--- src/rtl/pta_pkg.sv ---
// shared types and constants for the priority task table
`timescale 1ns / 1ps
package pta_pkg;

  localparam int unsigned CAPACITY_DEF = 64;

  typedef enum logic [1:0] {
    CMD_ADD    = 2'd0,
    CMD_EDIT   = 2'd1,
    CMD_REMOVE = 2'd2,
    CMD_EXEC   = 2'd3
  } cmd_e;

  typedef enum logic [1:0] {
    ST_OK      = 2'd0,
    ST_FULL    = 2'd1,
    ST_MISSING = 2'd2
  } status_e;

  typedef struct packed {
    logic        valid;
    logic [15:0] task_id;
    logic [15:0] user_id;
    logic [31:0] prio;
  } entry_t;

  // controller to datapath
  typedef struct packed {
    logic clr_we;
    logic rd_en;
    logic cmd_load;
    logic commit;
    logic res_load;
  } ctrl_t;

  // datapath to controller
  typedef struct packed {
    logic out_free;
  } stat_t;

endpackage

--- src/rtl/priority_task_table.sv ---
// priority task table top level: controller plus datapath
//
//  channel  dir  handshake               payload
//  request  in   in_valid_i / in_ready_o   cmd_i, user_id_i, task_id_i, priority_req_i
//  result   out  out_valid_o / out_ready_i status_o, user_id_out_o
//
// each request is taken in idle, then the whole table is scanned with one memory
// read per entry, followed by drain, commit and hand-off of the result. the next
// request is taken only once the result is loaded. after reset a clearing pass
// empties every entry; no request is taken meanwhile. a new request is taken while
// the previous result waits; its result is held back until the output register is
// free.
`timescale 1ns / 1ps
module priority_task_table import pta_pkg::*; #(
  parameter int unsigned CAPACITY = CAPACITY_DEF
) (
  input  logic        clk_i,
  input  logic        rst_ni,
  input  logic        in_valid_i,
  output logic        in_ready_o,
  input  logic [1:0]  cmd_i,
  input  logic [15:0] user_id_i,
  input  logic [15:0] task_id_i,
  input  logic [31:0] priority_req_i,
  output logic        out_valid_o,
  input  logic        out_ready_i,
  output logic [1:0]  status_o,
  output logic [15:0] user_id_out_o
);

  localparam int unsigned AW = $clog2(CAPACITY);

  ctrl_t         ctrl;
  stat_t         stat;
  logic [AW-1:0] addr;

  pta_ctrl #(.CAPACITY(CAPACITY)) u_ctrl (
    .clk_i      (clk_i),
    .rst_ni     (rst_ni),
    .in_valid_i (in_valid_i),
    .in_ready_o (in_ready_o),
    .ctrl_o     (ctrl),
    .addr_o     (addr),
    .stat_i     (stat)
  );

  pta_datapath #(.CAPACITY(CAPACITY)) u_datapath (
    .clk_i          (clk_i),
    .rst_ni         (rst_ni),
    .ctrl_i         (ctrl),
    .addr_i         (addr),
    .stat_o         (stat),
    .cmd_i          (cmd_i),
    .user_id_i      (user_id_i),
    .task_id_i      (task_id_i),
    .priority_req_i (priority_req_i),
    .out_ready_i    (out_ready_i),
    .out_valid_o    (out_valid_o),
    .status_o       (status_o),
    .user_id_out_o  (user_id_out_o)
  );

  // one request at a time in the scan loop
  a_busy_after_accept: assert property (@(posedge clk_i) disable iff (!rst_ni)
    (in_valid_i && in_ready_o) |=> !in_ready_o)
    else $error("request accepted while previous one still busy");

  // only an executed top task returns a user
  a_user_zero: assert property (@(posedge clk_i) disable iff (!rst_ni)
    (out_valid_o && status_o != ST_OK) |-> (user_id_out_o == 16'd0))
    else $error("user returned on failed request");

  // results are loaded only at the end of a request
  a_result_when_busy: assert property (@(posedge clk_i) disable iff (!rst_ni)
    $rose(out_valid_o) |-> $past(!in_ready_o))
    else $error("result produced while idle");

endmodule

--- src/rtl/pta_datapath.sv ---
// entry memory, scan accumulators, commit write and result register
`timescale 1ns / 1ps
module pta_datapath import pta_pkg::*; #(
  parameter int unsigned CAPACITY = CAPACITY_DEF,
  localparam int unsigned AW = $clog2(CAPACITY)
) (
  input  logic          clk_i,
  input  logic          rst_ni,
  input  ctrl_t         ctrl_i,
  input  logic [AW-1:0] addr_i,
  output stat_t         stat_o,
  input  logic [1:0]    cmd_i,
  input  logic [15:0]   user_id_i,
  input  logic [15:0]   task_id_i,
  input  logic [31:0]   priority_req_i,
  input  logic          out_ready_i,
  output logic          out_valid_o,
  output logic [1:0]    status_o,
  output logic [15:0]   user_id_out_o
);

  entry_t mem [CAPACITY];

  entry_t        rdata_q;
  logic          rd_vld_q;
  logic [AW-1:0] rd_idx_q;

  cmd_e        cmd_q;
  logic [15:0] task_q;
  logic [15:0] user_q;
  logic [31:0] pri_q;

  logic          match_found_q, match_found_d;
  logic [AW-1:0] match_idx_q, match_idx_d;
  logic [15:0]   match_user_q, match_user_d;
  logic          free_found_q, free_found_d;
  logic [AW-1:0] free_idx_q, free_idx_d;
  logic          best_found_q, best_found_d;
  logic [AW-1:0] best_idx_q, best_idx_d;
  logic [31:0]   best_prio_q, best_prio_d;
  logic [15:0]   best_task_q, best_task_d;
  logic [15:0]   best_user_q, best_user_d;

  logic          out_valid_q;
  status_e       status_q;
  logic [15:0]   user_out_q;

  logic          wr_en;
  logic [AW-1:0] wr_addr;
  entry_t        wr_data;
  status_e       res_status;
  logic [15:0]   res_user;

  // memory: one write port shared by clearing pass and commit, one registered read
  always_ff @(posedge clk_i) begin
    if (wr_en) begin
      mem[wr_addr] <= wr_data;
    end
    if (ctrl_i.rd_en) begin
      rdata_q <= mem[addr_i];
    end
    rd_idx_q <= addr_i;
  end

  always_ff @(posedge clk_i or negedge rst_ni) begin
    if (!rst_ni) begin
      rd_vld_q <= 1'b0;
    end else begin
      rd_vld_q <= ctrl_i.rd_en;
    end
  end

  always_ff @(posedge clk_i) begin
    if (ctrl_i.cmd_load) begin
      cmd_q  <= cmd_e'(cmd_i);
      task_q <= task_id_i;
      user_q <= user_id_i;
      pri_q  <= priority_req_i;
    end
  end

  // scan step over one entry per cycle
  always_comb begin
    match_found_d = match_found_q;
    match_idx_d   = match_idx_q;
    match_user_d  = match_user_q;
    free_found_d  = free_found_q;
    free_idx_d    = free_idx_q;
    best_found_d  = best_found_q;
    best_idx_d    = best_idx_q;
    best_prio_d   = best_prio_q;
    best_task_d   = best_task_q;
    best_user_d   = best_user_q;
    if (ctrl_i.cmd_load) begin
      match_found_d = 1'b0;
      free_found_d  = 1'b0;
      best_found_d  = 1'b0;
    end else if (rd_vld_q) begin
      if (rdata_q.valid && rdata_q.task_id == task_q && !match_found_q) begin
        match_found_d = 1'b1;
        match_idx_d   = rd_idx_q;
        match_user_d  = rdata_q.user_id;
      end
      if (!rdata_q.valid && !free_found_q) begin
        free_found_d = 1'b1;
        free_idx_d   = rd_idx_q;
      end
      if (rdata_q.valid && (!best_found_q || rdata_q.prio > best_prio_q ||
          (rdata_q.prio == best_prio_q && rdata_q.task_id > best_task_q))) begin
        best_found_d = 1'b1;
        best_idx_d   = rd_idx_q;
        best_prio_d  = rdata_q.prio;
        best_task_d  = rdata_q.task_id;
        best_user_d  = rdata_q.user_id;
      end
    end
  end

  always_ff @(posedge clk_i or negedge rst_ni) begin
    if (!rst_ni) begin
      match_found_q <= 1'b0;
      free_found_q  <= 1'b0;
      best_found_q  <= 1'b0;
    end else begin
      match_found_q <= match_found_d;
      free_found_q  <= free_found_d;
      best_found_q  <= best_found_d;
    end
  end

  always_ff @(posedge clk_i) begin
    match_idx_q  <= match_idx_d;
    match_user_q <= match_user_d;
    free_idx_q   <= free_idx_d;
    best_idx_q   <= best_idx_d;
    best_prio_q  <= best_prio_d;
    best_task_q  <= best_task_d;
    best_user_q  <= best_user_d;
  end

  // commit: table update and result
  always_comb begin
    wr_en      = 1'b0;
    wr_addr    = addr_i;
    wr_data    = '0;
    res_status = ST_OK;
    res_user   = '0;
    unique case (cmd_q)
      CMD_ADD: begin
        wr_data = '{valid: 1'b1, task_id: task_q, user_id: user_q, prio: pri_q};
        wr_addr = match_found_q ? match_idx_q : free_idx_q;
        wr_en   = match_found_q || free_found_q;
        if (!(match_found_q || free_found_q)) begin
          res_status = ST_FULL;
        end
      end
      CMD_EDIT: begin
        wr_data = '{valid: 1'b1, task_id: task_q, user_id: match_user_q, prio: pri_q};
        wr_addr = match_idx_q;
        wr_en   = match_found_q;
        if (!match_found_q) begin
          res_status = ST_MISSING;
        end
      end
      CMD_REMOVE: begin
        wr_addr = match_idx_q;
        wr_en   = match_found_q;
        if (!match_found_q) begin
          res_status = ST_MISSING;
        end
      end
      CMD_EXEC: begin
        wr_addr = best_idx_q;
        wr_en   = best_found_q;
        if (best_found_q) begin
          res_user = best_user_q;
        end else begin
          res_status = ST_MISSING;
        end
      end
    endcase
    wr_en = wr_en && ctrl_i.commit;
    if (ctrl_i.clr_we) begin
      wr_en   = 1'b1;
      wr_addr = addr_i;
      wr_data = '0;
    end
  end

  always_ff @(posedge clk_i or negedge rst_ni) begin
    if (!rst_ni) begin
      out_valid_q <= 1'b0;
    end else if (ctrl_i.res_load) begin
      out_valid_q <= 1'b1;
    end else if (out_ready_i) begin
      out_valid_q <= 1'b0;
    end
  end

  always_ff @(posedge clk_i) begin
    if (ctrl_i.res_load) begin
      status_q   <= res_status;
      user_out_q <= res_user;
    end
  end

  assign stat_o.out_free = !out_valid_q || out_ready_i;
  assign out_valid_o     = out_valid_q;
  assign status_o        = status_q;
  assign user_id_out_o   = user_out_q;

endmodule

--- src/rtl/pta_ctrl.sv ---
// sequencer: clearing pass, table scan, commit and result hand-off
`timescale 1ns / 1ps
module pta_ctrl import pta_pkg::*; #(
  parameter int unsigned CAPACITY = CAPACITY_DEF,
  localparam int unsigned AW = $clog2(CAPACITY)
) (
  input  logic          clk_i,
  input  logic          rst_ni,
  input  logic          in_valid_i,
  output logic          in_ready_o,
  output ctrl_t         ctrl_o,
  output logic [AW-1:0] addr_o,
  input  stat_t         stat_i
);

  typedef enum logic [2:0] {
    S_CLEAR,
    S_IDLE,
    S_SCAN,
    S_DRAIN,
    S_COMMIT,
    S_DONE
  } state_e;

  localparam logic [AW-1:0] LastAddr = AW'(CAPACITY - 1);

  state_e        state_q, state_d;
  logic [AW-1:0] cnt_q, cnt_d;
  logic          ready_q;

  always_comb begin
    state_d = state_q;
    cnt_d   = cnt_q;
    ctrl_o  = '0;
    unique case (state_q)
      S_CLEAR: begin
        ctrl_o.clr_we = 1'b1;
        cnt_d = cnt_q + 1'b1;
        if (cnt_q == LastAddr) begin
          cnt_d   = '0;
          state_d = S_IDLE;
        end
      end
      S_IDLE: begin
        if (in_valid_i && ready_q) begin
          ctrl_o.cmd_load = 1'b1;
          cnt_d   = '0;
          state_d = S_SCAN;
        end
      end
      S_SCAN: begin
        ctrl_o.rd_en = 1'b1;
        cnt_d = cnt_q + 1'b1;
        if (cnt_q == LastAddr) begin
          state_d = S_DRAIN;
        end
      end
      // last read data is folded into the accumulators here
      S_DRAIN: begin
        state_d = S_COMMIT;
      end
      S_COMMIT: begin
        ctrl_o.commit = 1'b1;
        state_d = S_DONE;
      end
      S_DONE: begin
        if (stat_i.out_free) begin
          ctrl_o.res_load = 1'b1;
          state_d = S_IDLE;
        end
      end
      default: begin
        state_d = S_IDLE;
      end
    endcase
  end

  always_ff @(posedge clk_i or negedge rst_ni) begin
    if (!rst_ni) begin
      state_q <= S_CLEAR;
      cnt_q   <= '0;
      ready_q <= 1'b0;
    end else begin
      state_q <= state_d;
      cnt_q   <= cnt_d;
      ready_q <= (state_d == S_IDLE);
    end
  end

  assign in_ready_o = ready_q;
  assign addr_o     = cnt_q;

endmodule

--- config.mk ---
export PLATFORM = sky130hd
export DESIGN_NAME = priority_task_table
export DESIGN_NICKNAME = d
export VERILOG_FILES = /design/src/rtl/pta_pkg.sv /design/src/rtl/priority_task_table.sv /design/src/rtl/pta_datapath.sv /design/src/rtl/pta_ctrl.sv
export SDC_FILE = /design/constraint.sdc
export NUM_CORES = 2
export LEC_CHECK = 0
export BUFFER_PORTS_ARGS = -buffer_cell sky130_fd_sc_hd__buf_2
export CORE_AREA = 2 2 694 696
export DETAILED_ROUTE_END_ITERATION = 16
export DIE_AREA = 0 0 696 698
export PLACE_DENSITY = 0.48
export RECOVER_POWER = 50
export SLEW_MARGIN = 10
export SYNTH_ARGS = -nofsm -noshare
export SYNTH_HDL_FRONTEND = slang
export SYNTH_MEMORY_MAX_BITS = 65536
export SYNTH_SLANG_ARGS = --single-unit
--- constraint.sdc ---
create_clock -name clk_i -period 11.2 [get_ports clk_i]
set_clock_uncertainty 0.2 [all_clocks]
set_input_delay 0.56 -clock clk_i [delete_from_list [all_inputs] [get_ports clk_i]]
set_output_delay 0.56 -clock clk_i [all_outputs]
set_load 0.03 [all_outputs]
**Yosys cells after proc, flatten, opt, wreduce, memory -nomap -nowiden**

Memories as Yosys holds them, arrays and structs flattened. A register that Yosys moved wholly into a read port is not among the register bits.
Cells that the tools add are included.

- Register bits after elaboration: 203
- Latch bits: 0
- Bits in writable memories: 4160
- Memory bits (read-only): 0
- Input bits: 70
- Output and inout port bits: 20
- Memories kept: 1

Memories:

| name | words | bits a word | rd ports | clocked after memory_dff | write ports | RTL line | text |
|---|---|---|---|---|---|---|---|
| u_datapath.mem | 64 | 65 | 1 | 1 | 1 | pta_datapath.sv:22 | `entry_t mem [CAPACITY];` |

- Add/sub/neg operators: 1
- Multiply operators: 0
- Divide/modulo/power cells: 0
- Magnitude comparators: 2
- Equality and inequality tests: 13
- Shifts and indexed selects: 0
- Muxes and demuxes: 39
- Bitwise operators: 1
- Reductions and logical operators: 33

Operators by type and width:

| operator | number |
|---|---|
| $pmux 65 s2 | 1 |
| $mux 65 | 1 |
| $pmux 6 s3 | 2 |
| $eq 32x32->1 | 1 |
| $gt 32x32->1 | 1 |
| $mux 6 | 4 |
| $mux 1 | 22 |
| $pmux 3 s6 | 1 |
| $eq 16x16->1 | 1 |
| $gt 16x16->1 | 1 |
| $mux 3 | 4 |
| $reduce_and 2->1 | 5 |
| $reduce_bool 2->1 | 5 |
| $reduce_and 3->1 | 3 |
| $logic_and 1x1->1 | 7 |
| $add 6x1->6 const B | 1 |
| $eq 3x1->1 const B | 2 |
| $eq 3x2->1 const B | 2 |
| $eq 3x3->1 const B | 2 |
| $eq 6x6->1 const B | 1 |
| $pmux 2 s3 | 1 |
| $logic_not 1->1 | 5 |
| $eq 2x2->1 const B | 2 |
| $logic_or 1x1->1 | 4 |
| 9 further kinds | 10 |

**Depth between registers and ports, before layout**

- Depth in word-level cells: 7
- Gate-level depth with buffers: 9
- Gate-level depth less buffers: 8

**Hierarchy**

A second synthesis with hierarchy kept.

- Cell total of the unflattened synthesis: 7133
- Area, all modules: 167162.8 um2

Modules (own cells, without submodules):

| module | times used | cells an instance | area each (um2) |
|---|---|---|---|
| pta_datapath | 1 | 7068 | 166546.0 |
| pta_ctrl | 1 | 65 | 616.8 |

**Worst setup path before layout**

No wires, ideal clock.

- Path type: register to register
- Start: register u_datapath.cmd_q[1]
- End: memory u_datapath.mem[53][0] (netlist name), enable pin
- Library setup time: 489 ps
- Data arrival time: 4858 ps
- Data required time: 10511 ps
- Setup slack: 5654 ps
- Cell stages (with the launch flop): 10
- Path buffers: 1
- Clock period less this slack: 5546 ps
- Cells stage by stage: edfxtp_1 > inv_1 > ha_1 > buf_2 > a221oi_2 > a211oi_1 > a21oi_2 > or3b_1 > or3_4 > nor2_1

- Longest elaborated chain between the ends: 7
- Elaborated cells between the ends (all ways): 12

Ends and longest elaborated chain:

| element | RTL line | text |
|---|---|---|
| start: declaration | pta_datapath.sv:28 | `cmd_e cmd_q;` |
| start signal: assignment | pta_datapath.sv:75 | `cmd_q <= cmd_e'(cmd_i);` |
| $eq 2x1->1 / $eq 2x2->1 (equally long branches) | pta_datapath.sv:148 | `unique case (cmd_q)` |
| $reduce_or 2->1 (no source line) | n/a |  |
| $pmux 1 s3 | pta_datapath.sv:148 |  |
| $logic_and 1x1->1 | pta_datapath.sv:182 | `wr_en = wr_en && ctrl_i.commit;` |
| $mux 1 | pta_datapath.sv:183 | `if (ctrl_i.clr_we) begin` |
| $mux 1 | pta_datapath.sv:56 | `if (wr_en) begin` |
| $mux 1 (not written as such) | pta_datapath.sv:57 | `mem[wr_addr] <= wr_data;` |
| end: declaration | pta_datapath.sv:22 |  |

Parallel ways exist; a longest one is shown, timed or not.

==> flow_summary_export.csv <==
group,metric,value,unit
clocking,clock-sinks,4428,
timing,tightestPinTransition,3.92,ns
finish,drive_above_1_share,0.254,
finish,finalNonFillerCells,14500,
yosys,synth.avg_cell_area,23.4,um2
floorplan,die_w,696,um
clocking,clock_path_buffers,4,
floorplan,pin_count,90,
clocking,cts_tree,"done",
yosys,ys_ff_latch,4428,
clocking,clkTransAtPathRegs,0.06,ns
clocking,cts_buffers,451,
critical_path,r2r-start,"u_ctrl.state_q[2]",
run,cap_violations,75,
pwr,p_per_area,259,nW/um2
yosys,synthTopCellsByArea,"edfxtp_1, mux4_2, a22oi_1, a221oi_1, a22o_1",
critical_path,reg2reg_depth,4,
grt,antenna_found_initial,41,
finish,nets,7797,
outcome,outcome,"finished, violations left",
grt,track_usage,0.201,
critical_path,rrSetupSlack,2.83,ns
drt,post_drt_wl_per_cell,34.4,um
drt,dr_total_vias,80400,
drt,drt_iter0_markers,10100,
pwr,ir_drop,0.000215,V
timing,rsz0062_at_grt,"false",
yosys,async_reset_ff_frac,0.00339,
critical_path,r2r_end,"u_datapath.mem[25][29]",
critical_path,crit_path_start,"u_ctrl.state_q[2]",
drt,first_pass_iters,6,
yosys,synth.top_cell.area_share,0.793,
critical_path,start_kind,"flop",
timing,max_slew_margin,-1.61,
clocking,insertion_delay,1.03,ns
yosys,synth_flop_cell,"edfxtp_1",
critical_path,worstSetupPathType,"reg2reg",
yosys,yosysUniqueCellTypes,54,
timing,holdWs,0.0782,ns
finish,final_util,0.401,
timing,max_freq,119,MHz
placed_design,post-place-cells,13500,
finish,areaGrowthSynthToFinish,14.9,%
placed_design,dp_hpwl,273,mm
timing,maxSlewViolCount,4137,
yosys,syn-num-nets,7264,
grt,grt_overflow_total,0,
floorplan,start_util,0.349,
critical_path,cp_max_fo,64,
pwr,leakage,59.4,nW
yosys,synth_edf_count,4407,
outcome,violations,"max-capacitance violations, max-slew violations",
yosys,yosysTopAreaCell,"edfxtp_1",
yosys,netlist_instances,7142,
critical_path,endpoint_kind,"flop",
clocking,htreeDepth,5,
yosys,ys_warn_count,0,
floorplan,coreArea,478000,um2
grt,grt_pass1_vias,81400,
grt,grt_pass1_wl,680,mm
timing,setup_tns,0,ns
placed_design,io_buffer_count,89,
finish,fin_area,192000,um2
drt,drtAntennaViolNets,0,
grt,grt_max_degree,112,
critical_path,arrival,8.41,ns
timing,period_needed,8.37,ns
critical_path,cp.required,11.24,ns
min_path,hold_class,"in2reg",
timing,hold_viol,0,
yosys,syn-cell-area,167000,um2
placed_design,gp_congestion,0.796,
placed_design,place_area,177000,um2
floorplan,die_h,698,um
drt,wirelength,498,mm
finish,fillers,41800,
pwr,power,49.6,mW
floorplan,fp-row-count,254,
yosys,ys_seq_area_frac,0.796,
floorplan,die_area,486000,um2
drt,drcViolationCount,0,
clocking,cts-root-buf,"clkbuf_16",
timing,setup_violations,0,
drt,viasPerCell,5.56,
timing,setup_ws,2.83,ns
timing,finalCritPeriodShare,0.748,
placed_design,pre_cts_slack,4.99,ns
critical_path,crit_end,"u_datapath.mem[25][29]",
Yosys cell counts (all sizes together) (18+ instances only):
cell	count
a22o	130
edfxtp	4407
ha	52
and3	20
nand2b	18
a21oi	157
mux4	1040
buf	171
nor2	163
o21ai	18
nand2	21
a221oi	137
o221ai	65
and2	50
clkbuf	233
inv	55
a22oi	277
layout make-up:
type                            instances  area [um2]  share of cell area
Inverter                               55         208             0.00108
Sequential cell                      4428      133000               0.693
Tap cell                             6400        8010              0.0418
Clock inverter                        268        2440              0.0127
Antenna cell                           11        27.5            0.000144
Clock buffer                          566       11800              0.0615
Timing Repair Buffer                  484        3730              0.0195
Multi-Input combinational cell       2255       32700               0.170
state kept, by name, summed over array words and instances (netlist names), 16 cells and up:
name,flops
u_datapath.user_id_out_o,16
u_datapath.task_q,16
u_datapath.user_q,16
u_datapath.best_task_q,16
u_datapath.best_prio_q,32
u_datapath.mem,4160
u_datapath.best_user_q,16
u_datapath.pri_q,32
u_datapath.rdata_q,65
u_datapath.match_user_q,16
worst max-delay path, cell delays in order (launching register included):
cell and delay, ns:
dfrtp_1 0.54, nor3_1 0.37, nor2_1 1.43, clkbuf_1 1.97, and2_0 2.86
power breakdown:
part	leakage, nW	switching, mW	total [mW]	internal (mW)
logic	11.6	8.82	13.6	4.81
clock network	6.95	6.39	14.7	8.29
registers	40.9	0.472	21.3	20.8
cell families (layout without fill, tap and decap cells):
| family | count (synthesis) | count (layout) | synth area share |
|---|---|---|---|
| flip-flops | 4428 | 4428 | 0.796 |
| multiplexers | 1047 | 1047 | 0.141 |
| AO/OA/AOI/OAI | 812 | 812 | 0.0365 |
| buffers and inverters | 459 | 1373 | 0.0118 |
| AND/OR/NAND/NOR | 328 | 328 | 0.00965 |
| adder cells (fa/ha/maj) | 52 | 52 | 0.00390 |
| XOR/XNOR | 16 | 16 | 0.000840 |
| other | 0 | 11 | 0 |
timing repair:
item / in CTS / in global routing
resized for setup: 0 / 0
endpoints found under the hold margin: 84 / 0
buffers inserted: 0 / 0
hold buffers: 119 / 0
layout by cell type (no fill, tap or decap), drive strengths merged, types with 3 or more instances in the layout:
cell type and instances:
a21oi 157, diode 11, xor2 4, nor2b 5, buf 282, edfxtp 4407
a22o 130, nor2 163, and2 50, nand2 21, inv 61, bufinv 37
nand4 15, o221ai 65, clkinvlp 7, mux4 1040, or3 5, o21ai 18
clkbuf 649, xnor2 12, mux2i 7, nor3b 3, nor4 3, nand3b 3
a211oi 8, or2 3, ha 52, dfxtp 6, a221oi 137, nor3 3
and3 20, a21o 7, clkinv 218, nand2b 18, a22oi 277, nand3 12
dlygate4sd3 119, dfrtp 15
layer usage:
metal | wire, um | GRT usage
met1 | 210000 | 0.283
met2 | 240000 | 0.326
met3 | 35800 | 0.0364
met5 | 27 | 0
met4 | 11800 | 0.0463
worst min path at each step:
stage | from | to | slack, ns | cells past startpoint
5_1_grt | priority_req_i[13] | u_datapath.pri_q[13] | 0.04 | 2
3_3_place_gp | u_datapath.rdata_q[33] | u_datapath.match_user_q[1] | 0.23 | 0
3_5_place_dp | u_datapath.rd_idx_q[5] | u_datapath.free_idx_q[5] | 0.24 | 0
4_1_cts | priority_req_i[20] | u_datapath.pri_q[20] | 0.001 | 2
2_1_floorplan | rst_ni | u_ctrl.addr_o[0] | 0.06 | 0
6_report | priority_req_i[13] | u_datapath.pri_q[13] | 0.08 | 2
(Power assumes the default switching activity.)
